[src/rtl/tvfp_pkg.sv]
// Shared types and codes for the tag-value field parser.
`default_nettype none
package tvfp_pkg;

  localparam int unsigned ValueCapacityDefault = 32;
  localparam logic [15:0] TypeKeyReset = 16'h4D54;

  localparam logic [7:0] ChStart = 8'h60;
  localparam logic [7:0] ChEnd   = 8'h7E;
  localparam logic [7:0] ChEq    = 8'h3D;
  localparam logic [7:0] ChPipe  = 8'h7C;

  localparam logic [2:0] EvNone   = 3'd0;
  localparam logic [2:0] EvByte   = 3'd1;
  localparam logic [2:0] EvField  = 3'd2;
  localparam logic [2:0] EvNewMsg = 3'd3;
  localparam logic [2:0] EvMsgEnd = 3'd4;
  localparam logic [2:0] EvError  = 3'd5;

  // Fixed-width part of one result; the index and length follow the capacity.
  typedef struct packed {
    logic [2:0]  event_res;
    logic [7:0]  value_byte;
    logic [15:0] field_key;
    logic [15:0] message_type;
    logic        type_known;
  } tvfp_res_t;

endpackage
`default_nettype wire

[src/rtl/tvfp_in_stage.sv]
// Input register that holds one received byte until the parser takes it.
`default_nettype none
module tvfp_in_stage (
  input  wire logic       clk,
  input  wire logic       rst_n,
  input  wire logic       in_valid,
  output logic            in_stall,
  input  wire logic [7:0] in_rx_byte,
  input  wire logic       dn_free,
  output logic            byte_vld,
  output logic [7:0]      byte_q
);
  import tvfp_pkg::*;

  logic       vld_r;
  logic       vld_nxt;
  logic [7:0] byte_r;
  logic       accept;

  assign in_stall = vld_r & ~dn_free;
  assign accept   = in_valid & ~in_stall;
  assign vld_nxt  = accept | (vld_r & ~dn_free);

  always_ff @(posedge clk) begin
    if (!rst_n) begin
      vld_r <= 1'b0;
    end else begin
      vld_r <= vld_nxt;
    end
  end

  always_ff @(posedge clk) begin
    if (accept) begin
      byte_r <= in_rx_byte;
    end
  end

  assign byte_vld = vld_r;
  assign byte_q   = byte_r;

endmodule
`default_nettype wire

[src/rtl/tvfp_parse.sv]
// Parse state machine: phase, key, type and value count, one byte per step.
`default_nettype none
module tvfp_parse #(
  parameter int unsigned VALUE_CAPACITY = tvfp_pkg::ValueCapacityDefault,
  localparam int unsigned CntW = $clog2(VALUE_CAPACITY)
) (
  input  wire logic               clk,
  input  wire logic               rst_n,
  input  wire logic               cfg_wr_en,
  input  wire logic [15:0]        cfg_type_key,
  input  wire logic               step,
  input  wire logic [7:0]         rx_byte,
  output tvfp_pkg::tvfp_res_t     res,
  output logic [CntW-1:0]         res_index,
  output logic [CntW-1:0]         res_length
);
  import tvfp_pkg::*;

  localparam logic [2:0] PhHunt   = 3'd0;
  localparam logic [2:0] PhKeyHi  = 3'd1;
  localparam logic [2:0] PhKeyLo  = 3'd2;
  localparam logic [2:0] PhWaitEq = 3'd3;
  localparam logic [2:0] PhValue  = 3'd4;

  localparam logic [CntW-1:0] CntLast = CntW'(VALUE_CAPACITY - 1);
  localparam logic [CntW-1:0] CntOne  = CntW'(1);

  logic [15:0]     type_key_r;
  logic [2:0]      phase_r, phase_nxt;
  logic [15:0]     key_r, key_nxt;
  logic [15:0]     type_r, type_nxt;
  logic            seen_r, seen_nxt;
  logic [CntW-1:0] cnt_r, cnt_nxt;
  logic [15:0]     first_r, first_nxt;
  logic [2:0]      ev;
  logic [7:0]      vbyte;
  logic [CntW-1:0] vidx;
  logic [CntW-1:0] vlen;

  always_comb begin
    phase_nxt = phase_r;
    key_nxt   = key_r;
    type_nxt  = type_r;
    seen_nxt  = seen_r;
    cnt_nxt   = cnt_r;
    first_nxt = first_r;
    ev        = EvNone;
    vbyte     = 8'h00;
    vidx      = '0;
    vlen      = '0;
    unique case (phase_r)
      PhHunt: begin
        if (rx_byte == ChStart) begin
          key_nxt   = 16'h0000;
          type_nxt  = 16'h0000;
          seen_nxt  = 1'b0;
          cnt_nxt   = '0;
          phase_nxt = PhKeyHi;
        end
      end
      PhKeyHi: begin
        if (rx_byte == ChEnd) begin
          ev        = EvMsgEnd;
          phase_nxt = PhHunt;
        end else begin
          key_nxt   = {rx_byte, 8'h00};
          phase_nxt = PhKeyLo;
        end
      end
      PhKeyLo: begin
        key_nxt   = {key_r[15:8], rx_byte};
        phase_nxt = PhWaitEq;
      end
      PhWaitEq: begin
        if (rx_byte != ChEq) begin
          ev        = EvError;
          phase_nxt = PhHunt;
        end else begin
          cnt_nxt   = '0;
          first_nxt = 16'h0000;
          phase_nxt = PhValue;
        end
      end
      PhValue: begin
        if (rx_byte == ChPipe) begin
          if (key_r == type_key_r) begin
            type_nxt  = first_r;
            seen_nxt  = 1'b1;
            ev        = EvNewMsg;
            vlen      = cnt_r;
            phase_nxt = PhKeyHi;
          end else if (!seen_r) begin
            // A message must open with its type field.
            ev        = EvError;
            phase_nxt = PhHunt;
          end else begin
            ev        = EvField;
            vlen      = cnt_r;
            phase_nxt = PhKeyHi;
          end
        end else if (cnt_r == CntLast) begin
          ev        = EvError;
          phase_nxt = PhHunt;
        end else begin
          if (cnt_r == '0) begin
            first_nxt = {rx_byte, 8'h00};
          end else if (cnt_r == CntOne) begin
            first_nxt = {first_r[15:8], rx_byte};
          end
          ev      = EvByte;
          vbyte   = rx_byte;
          vidx    = cnt_r;
          cnt_nxt = cnt_r + CntOne;
        end
      end
      default: begin
        phase_nxt = PhHunt;
      end
    endcase
  end

  always_ff @(posedge clk) begin
    if (!rst_n) begin
      type_key_r <= TypeKeyReset;
      phase_r    <= PhHunt;
      key_r      <= 16'h0000;
      type_r     <= 16'h0000;
      seen_r     <= 1'b0;
      cnt_r      <= '0;
      first_r    <= 16'h0000;
    end else begin
      if (cfg_wr_en) begin
        type_key_r <= cfg_type_key;
      end
      if (step) begin
        phase_r <= phase_nxt;
        key_r   <= key_nxt;
        type_r  <= type_nxt;
        seen_r  <= seen_nxt;
        cnt_r   <= cnt_nxt;
        first_r <= first_nxt;
      end
    end
  end

  always_comb begin
    res.event_res    = ev;
    res.value_byte   = vbyte;
    res.field_key    = key_nxt;
    res.message_type = type_nxt;
    res.type_known   = seen_nxt;
  end

  assign res_index  = vidx;
  assign res_length = vlen;

endmodule
`default_nettype wire

[src/rtl/tvfp_out_stage.sv]
// Result register that holds one result until the receiver takes it.
`default_nettype none
module tvfp_out_stage #(
  parameter int unsigned VALUE_CAPACITY = tvfp_pkg::ValueCapacityDefault,
  localparam int unsigned CntW = $clog2(VALUE_CAPACITY)
) (
  input  wire logic                clk,
  input  wire logic                rst_n,
  input  wire logic                load,
  input  wire tvfp_pkg::tvfp_res_t res,
  input  wire logic [CntW-1:0]     res_index,
  input  wire logic [CntW-1:0]     res_length,
  output logic                     free,
  output logic                     out_valid,
  input  wire logic                out_stall,
  output logic [2:0]               out_event_res,
  output logic [7:0]               out_value_byte,
  output logic [CntW-1:0]          out_value_index,
  output logic [CntW-1:0]          out_value_length,
  output logic [15:0]              out_field_key,
  output logic [15:0]              out_message_type,
  output logic                     out_type_known
);
  import tvfp_pkg::*;

  logic            vld_r;
  logic            vld_nxt;
  tvfp_res_t       res_r;
  logic [CntW-1:0] idx_r;
  logic [CntW-1:0] len_r;

  // The register can take a new result when it is empty or being drained.
  assign free    = ~vld_r | ~out_stall;
  assign vld_nxt = load | (vld_r & out_stall);

  always_ff @(posedge clk) begin
    if (!rst_n) begin
      vld_r <= 1'b0;
    end else begin
      vld_r <= vld_nxt;
    end
  end

  always_ff @(posedge clk) begin
    if (load) begin
      res_r <= res;
      idx_r <= res_index;
      len_r <= res_length;
    end
  end

  assign out_valid        = vld_r;
  assign out_event_res    = res_r.event_res;
  assign out_value_byte   = res_r.value_byte;
  assign out_value_index  = idx_r;
  assign out_value_length = len_r;
  assign out_field_key    = res_r.field_key;
  assign out_message_type = res_r.message_type;
  assign out_type_known   = res_r.type_known;

endmodule
`default_nettype wire

[src/rtl/tag_value_field_parser.sv]
// Top level of the tag-value field parser.
//
//   Channel  Handshake              Payload
//   in       in_valid / in_stall    in_rx_byte
//   out      out_valid / out_stall  out_event_res .. out_type_known
//   cfg      cfg_wr_en              cfg_type_key
//
// A byte is parsed while it sits in the input register, and its result is
// then captured in the result register, which drives out_valid; one byte per
// cycle is sustained while out_stall is low, as the parse step is
// combinational.
// Reset is synchronous and active low; it returns the parser to hunting for a
// start mark and restores the type key. A stalled result holds the parser,
// and in_stall rises as soon as the input register holds a byte.
`default_nettype none
module tag_value_field_parser #(
  parameter int unsigned VALUE_CAPACITY = tvfp_pkg::ValueCapacityDefault,
  localparam int unsigned CntW = $clog2(VALUE_CAPACITY)
) (
  input  wire logic        clk,
  input  wire logic        rst_n,
  input  wire logic        cfg_wr_en,
  input  wire logic [15:0] cfg_type_key,
  input  wire logic        in_valid,
  output logic             in_stall,
  input  wire logic [7:0]  in_rx_byte,
  output logic             out_valid,
  input  wire logic        out_stall,
  output logic [2:0]       out_event_res,
  output logic [7:0]       out_value_byte,
  output logic [CntW-1:0]  out_value_index,
  output logic [CntW-1:0]  out_value_length,
  output logic [15:0]      out_field_key,
  output logic [15:0]      out_message_type,
  output logic             out_type_known
);
  import tvfp_pkg::*;

  logic            free;
  logic            byte_vld;
  logic [7:0]      byte_q;
  logic            step;
  tvfp_res_t       res;
  logic [CntW-1:0] res_index;
  logic [CntW-1:0] res_length;

  assign step = byte_vld & free;

  tvfp_in_stage u_in_stage (
    .clk        (clk),
    .rst_n      (rst_n),
    .in_valid   (in_valid),
    .in_stall   (in_stall),
    .in_rx_byte (in_rx_byte),
    .dn_free    (free),
    .byte_vld   (byte_vld),
    .byte_q     (byte_q)
  );

  tvfp_parse #(
    .VALUE_CAPACITY (VALUE_CAPACITY)
  ) u_parse (
    .clk          (clk),
    .rst_n        (rst_n),
    .cfg_wr_en    (cfg_wr_en),
    .cfg_type_key (cfg_type_key),
    .step         (step),
    .rx_byte      (byte_q),
    .res          (res),
    .res_index    (res_index),
    .res_length   (res_length)
  );

  tvfp_out_stage #(
    .VALUE_CAPACITY (VALUE_CAPACITY)
  ) u_out_stage (
    .clk              (clk),
    .rst_n            (rst_n),
    .load             (step),
    .res              (res),
    .res_index        (res_index),
    .res_length       (res_length),
    .free             (free),
    .out_valid        (out_valid),
    .out_stall        (out_stall),
    .out_event_res    (out_event_res),
    .out_value_byte   (out_value_byte),
    .out_value_index  (out_value_index),
    .out_value_length (out_value_length),
    .out_field_key    (out_field_key),
    .out_message_type (out_message_type),
    .out_type_known   (out_type_known)
  );

endmodule
`default_nettype wire
[config.mk]
export PLATFORM = sky130hd
export DESIGN_NAME = tag_value_field_parser
export DESIGN_NICKNAME = d
export VERILOG_FILES = /design/src/rtl/tvfp_pkg.sv /design/src/rtl/tvfp_in_stage.sv /design/src/rtl/tvfp_parse.sv /design/src/rtl/tvfp_out_stage.sv /design/src/rtl/tag_value_field_parser.sv
export SDC_FILE = /design/constraint.sdc
export NUM_CORES = 1
export LEC_CHECK = 0
export BUFFER_PORTS_ARGS = -buffer_cell sky130_fd_sc_hd__buf_2
export CAP_MARGIN = 30
export CORE_AREA = 2 2 103 105
export DETAILED_ROUTE_END_ITERATION = 10
export DIE_AREA = 0 0 105 107
export PLACE_DENSITY = 0.83
export REMOVE_ABC_BUFFERS = 1
export SLEW_MARGIN = 20
export SYNTH_ARGS = -nofsm -noshare
export SYNTH_HDL_FRONTEND = slang
export SYNTH_SLANG_ARGS = --single-unit
[constraint.sdc]
create_clock -name clk -period 6.4 [get_ports clk]
set_input_delay 0 -clock clk [delete_from_list [all_inputs] [get_ports clk]]
set_output_delay 0 -clock clk [all_outputs]
set_load 0.02 [all_outputs]
### Yosys cells after proc, flatten, opt, wreduce, memory -nomap -nowiden

Cells that the tools add are included.

| operators by class | value |
|---|---|
| reduce and logical (&&, ||, !) cells | 10 |
| $add $sub $neg | 1 |
| bitwise logic cells | 12 |
| equality and inequality tests | 18 |
| muxes and demuxes | 39 |

Operator list:

| kind | number |
|---|---|
| 16-bit two-way mux | 9 |
| 16-bit one-hot mux with 2 select lines | 2 |
| 16-bit one-hot mux with 3 select lines | 1 |
| 3-bit two-way mux | 11 |
| 5-bit two-way mux | 6 |
| 8-bit by 7-bit == test with 1-bit output, second input constant | 3 |
| 6-bit AND reduction | 3 |
| 16-bit == test | 1 |
| 3-bit one-hot mux with 5 select lines | 1 |
| 5-bit one-hot mux with 3 select lines | 1 |
| 3-bit one-hot mux with 3 select lines | 1 |
| 8-bit two-way mux | 1 |
| 8-bit by 6-bit inequality test with 1-bit output, second input constant | 1 |
| 3-bit by 2-bit == test with 1-bit output, second input constant | 2 |
| 2-bit inequality test, second input constant | 3 |
| 3-bit by 1-bit inequality test with 1-bit output, second input constant | 2 |
| 5-bit by 1-bit adder with 5-bit output, second input constant | 1 |
| 5-bit by 1-bit == test with 1-bit output, second input constant | 1 |
| 5-bit == test, second input constant | 1 |
| 5-bit zero test | 1 |
| 1-bit inverter | 5 |
| 1-bit AND | 4 |
| 1-bit two-way mux | 4 |
| 2-bit by 1-bit inequality test with 1-bit output, second input constant | 2 |
| 11 further kinds | 13 |

| storage, ports and cells | value |
|---|---|
| input bits | 29 |
| logic and storage cells | 98 |
| register bits | 137 |
| output and inout port bits | 56 |

### Logic depth before layout (Yosys ltp)

| logic depth | value |
|---|---|
| word-level depth | 7 |
| depth in mapped cells | 9 |

### Modules after synthesis

Synthesis repeated with hierarchy kept, for this count alone.

| second synthesis, totals | value |
|---|---|
| cells, all modules | 528 |
| area total of the unflattened synthesis | 6013.3 um^2 |

By module, submodules not included:

| module | area an instance (um^2) | cells an instance | seq. area each (um^2) | times used |
|---|---|---|---|---|
| tvfp_parse | 4062.6 | 457 | 1461.4 | 1 |
| tvfp_out_stage | 1656.6 | 58 | 1641.6 | 1 |
| tvfp_in_stage | 287.8 | 12 | 260.2 | 1 |
| tag_value_field_parser | 6.3 | 1 | 0.0 | 1 |

### Worst setup path after synthesis

Ideal clock, no wire load.

| timing path | value |
|---|---|
| kind | register to register |
| start | register u_out_stage.vld_r (netlist: u_out_stage.out_valid) |
| end | register u_parse.key_r[14] |
| path buffers | 1 |
| required time | 6303 ps |
| setup time | 97 ps |
| stages on the path, launching flop included | 6 |
| clock period less this slack | 3022 ps |
| arrival time | 2925 ps |
| setup slack | 3378 ps |
| cell sequence | dfxtp_1 > a21bo_2 > clkinv_1 > clkbuf_1 > a31oi_1 > a211oi_1 |

| on the way | value |
|---|---|
| word-level cells in the longest chain between the ends | 3 |

Ends and longest elaborated chain:

| item | RTL line | RTL |
|---|---|---|
| from (decl) | tvfp_out_stage.sv:26 | `logic vld_r;` |
| from (signal assigned) | tvfp_out_stage.sv:40 | `vld_r <= vld_nxt;` |
| 1-bit inverter | tvfp_out_stage.sv:33 | `assign free = ~vld_r \| ~out_stall;` |
| 1-bit bitwise OR | tvfp_out_stage.sv:33 |  |
| 1-bit AND | tag_value_field_parser.sv:47 | `assign step = byte_vld & free;` |
| via step | tag_value_field_parser.sv:42 | `logic step;` |
| to (signal assigned) | tvfp_parse.sv:137 | `key_r <= key_nxt;` |
| to (decl) | tvfp_parse.sv:30 | `logic [15:0] key_r, key_nxt;` |

The timed path passes the listed nets, and every way through them passes these cells.
A chain may end at the register's enable or synchronous reset.

### Worst setup path in the final report

| timing path | value |
|---|---|
| start | register u_parse.cnt_r[0] |
| end | register u_parse.first_r[2] |

| on the way | value |
|---|---|
| word-level cells in the longest chain between the ends | 5 |
| elaborated cells between the ends (all ways) | 10 |

Ends and longest elaborated chain:

| item | RTL line | RTL |
|---|---|---|
| from (decl) | tvfp_parse.sv:33 | `logic [CntW-1:0] cnt_r, cnt_nxt;` |
| from (signal assigned) | tvfp_parse.sv:140 | `cnt_r <= cnt_nxt;` |
| 5-bit zero test | tvfp_parse.sv:105 | `if (cnt_r == '0) begin` |
| 16-bit two-way mux | tvfp_parse.sv:105 |  |
| 16-bit two-way mux | tvfp_parse.sv:101 | `end else if (cnt_r == CntLast) begin` |
| 16-bit two-way mux | tvfp_parse.sv:85 | `if (rx_byte == ChPipe) begin` |
| 16-bit one-hot mux with 2 select lines | tvfp_parse.sv:51 | `unique case (phase_r)` |
| to (signal assigned) | tvfp_parse.sv:141 | `first_r <= first_nxt;` |
| to (decl) | tvfp_parse.sv:34 | `logic [15:0] first_r, first_nxt;` |

Parallel ways exist; a longest one is shown, timed or not. The select of a mux whose other input is x is not followed.

==> reports/qor.yml <==
run_status: "completed"
period_needed_ps: 2790
routedWlPerCell_um: 17.6
clockPowerShare_pct: 47.0
antenna_found_initial: 0
r2r_slack_ps: 3610
finalHoldViolCount: 0
ys_ff_latch: 137
hpwl_mm: 8.51
reg2reg_to: "u_parse.first_r[2]"
routabilityCongestion: 0.864
nNetsFinal: 674
crit_path_start_kind: "flip-flop"
worst-path-buf-inv: 0
ir_drop_mv: 0.212
worstSetupPathType: "reg2reg"
grt_first_pass_wirelength_mm: 22.1
grt.total_usage_pct: 25.6
fp.dieH_um: 107
ys_top_cells_by_count: "dfxtp_1, nand2_1, edfxtp_1, nor2_1, mux2i_1"
routed_wl_mm: 13.9
syn_to_final_growth_pct: 24.1
cp.required_ps: 6850
clockBufferDepth: 2
antenna_cells: 0
clk_pin_slew_ps: 60
drive_gt1_share_pct: 22.5
place_area_mm2: 0.00634
dr_wl_met3_mm: 1.03
fin_ws_ps: 3610
cp_data_arrival_time_ps: 3230
fmax_ghz: 0.359
first_iter_violations: 372
gr-total-overflow: 0
synth-seq-area-share_pct: 56.8
yosysWarnings: 0
cts_sinks: 137
cts_tree: "done"
synth-edff-count: 62
slew-limit-headroom_pct: 37.4
core_area_mm2: 0.0101
io_pins: 85
htree_levels: 4
top_layer_used: "met4"
p_seq_share_pct: 47.5
stdcell_area_mm2: 0.00735
cpPeakStageDelay_ps: 510
synth_area_leaders: "edfxtp_1, dfxtp_1, mux2i_1"
cpMostUsedCell: "ha_1"
comb_power_share_pct: 5.5
worst_path_max_delay_cell: "a21boi_1"
r2r_cells: 8
dieArea_mm2: 0.0112
dp_cells: 714
switchingPower_mw: 0.428
clkLatencyLatePin_ps: 530
maxSlewViolCount: 0
hold_path.class: "in2reg"
vias: 4584
drc: 0
setup_tns_ps: 0
regArea_mm2: 0.00336
period_share_pct: 43.5
synthFlopType: "dfxtp_1"
power_density_mw_per_mm2: 274
drt_pass1_iterations: 5
yosysTopAreaCellShare_pct: 31.4
yosysMostFrequentCell: "dfxtp_1"
syn_area_per_cell_um2: 11.2
grt_pass1_vias: 4533
crit_fanout: 11
hold-path-endpoint: "u_parse.type_key_r[7]"
cts_made_buffers: 17
antenna_left: 0
nFillCells: 691
dp_worst_setup_slack_ps: 3630
fin_cells: 790
startpoint: "u_parse.cnt_r[0]"
path_cells: "ha_1, and3_1, ha_1, nor4b_4, a21boi_1, o211ai_1, a21oi_4, mux2i_1"
leakagePower_nw: 2.87
crit_family: "compound AO/OA/AOI/OAI gates"
synthArstFlopShare_pct: 0
cts_root_buffer: "clkbuf_8"
syn_area_mm2: 0.00592
holdCritStartpoint: "cfg_wr_en"
yosysTopAreaCell: "edfxtp_1"
io_buffers: 84
wl_met1_mm: 5.40
avgViaCountPerCell: 5.80
cts-resized-gates: 0
grt_max_degree: 72
cp-end-kind: "flip-flop"
num_rows: 37
rsz0062_at_grt: "false"
internal_power_mw: 1.59
multiInputGateArea_mm2: 0.00231
hold_depth: 3
cap_viol_max_count: 0
rr_startpoint: "u_parse.cnt_r[0]"
start_util_pct: 58.7
switching_share_pct: 21.2
synth_cell_types: 61
setup_viol: 0
fin_skew_ps: 9.43
syn_inst: 528
worst_slew_pin_slew_ps: 935
wl_met2_mm: 7.29
dieWidth_um: 105
flip-flops by register name (all words and copies together), names as in the netlist, 3 cells and up:
name / flops
u_out_stage.out_event_res: 3
u_parse.cnt_r: 5
u_parse.key_r: 16
u_out_stage.out_message_type: 16
u_parse.type_key_r: 16
u_out_stage.out_field_key: 16
u_out_stage.out_value_byte: 8
u_parse.first_r: 16
u_out_stage.out_value_length: 5
u_parse.phase_r: 3
u_in_stage.byte_q: 8
u_out_stage.out_value_index: 5
u_parse.type_r: 16
through the flow:
| step | util, % | hold slack (ps) | total power, mW |
|---|---|---|---|
| after floorplan | - | 61.9 | 1.02 |
| after global placement | 62.8 | 179 | 1.06 |
| after detailed placement | 62.8 | 179 | 1.06 |
| after CTS | 72.7 | 0.599 | 2.01 |
| after global routing | 72.8 | 29.5 | 2.06 |
| final | 72.8 | 17.0 | 2.01 |
worst max path at each step:
stage | endpoint | cells after the start
4_1_cts | u_parse.first_r[2] | 8
2_1_floorplan | u_parse.key_r[0] | 5
3_3_place_gp | u_parse.first_r[5] | 8
5_1_grt | u_parse.first_r[2] | 8
3_5_place_dp | u_parse.first_r[0] | 8
6_report | u_parse.first_r[2] | 8
layout make-up:
type,instances,area share [%]
inverter,18,0.920
clock inverter,9,1.67
multi-input combinational,338,31.5
clock buffer,23,6.08
tap,136,2.32
timing repair buffer,129,11.8
sequential,137,45.8
timing repair:
action	4_1_cts	5_1_grt
setup buffers	0	0
endpoints found under the setup margin	0	0
hold buffers	43	0
hold endpoints to repair	26	0
cell usage in the layout (no fill, tap or decap), types with 2 or more instances in the layout:
cell            n
buf_2          85
dfxtp_1        75
nand2_1        72
edfxtp_1       62
dlygate4sd3_1  43
nor2_1         36
mux2i_1        32
a21oi_1        21
a22o_1         18
and2_1         18
inv_1          16
xnor2_1        16
clkbuf_16      16
and3_1         14
o21ai_0        10
a31o_2         10
o22ai_1         8
a22oi_1         8
o32ai_1         7
nand4_1         6
o211ai_1        6
a211oi_1        5
clkbuf_1        5
a32oi_1         4
ha_1            4
a31oi_1         3
nand3_1         3
nor3_1          3
bufinv_16       3
clkinv_2        3
or4_4           2
o211ai_2        2
inv_2           2
nand4b_4        2
o21ai_2         2
clkbuf_8        2
per-layer routing:
| layer | vias to the layer above | global-route usage [%] |
|---|---|---|
| li1 | 2153 | - |
| met1 | 2182 | 29.5 |
| met2 | 234 | 46.8 |
| met3 | 15 | 5.90 |
| met4 | 0 | 8.48 |
| met5 | - | 0 |
worst min-delay path, delay by kind of cell:
kind          cells  cell delay [ps]
buf+inv           1              250
mux               1              180
simple gates      1               70
kinds of logic (layout without fill, tap and decap cells):
logic type / count (synthesis) / in the layout / synth area share, %
simple gates: 169 / 169 / 15.5
flops: 137 / 137 / 56.8
compound gates: 116 / 116 / 14.8
buf+inv: 53 / 179 / 4.14
mux: 33 / 33 / 5.60
xor+xnor: 16 / 16 / 2.37
fa+ha+maj: 4 / 4 / 0.845
power by group through the flow:
stage	combinational [mW]	clock, mW	sequential (mW)
floorplan	0.0336	0	0.985
global placement	0.0825	0	0.973
detailed placement	0.0851	0	0.974
CTS	0.108	0.944	0.956
global route	0.118	0.987	0.959
finish	0.110	0.946	0.957
Power figures use the tool's default switching activity.
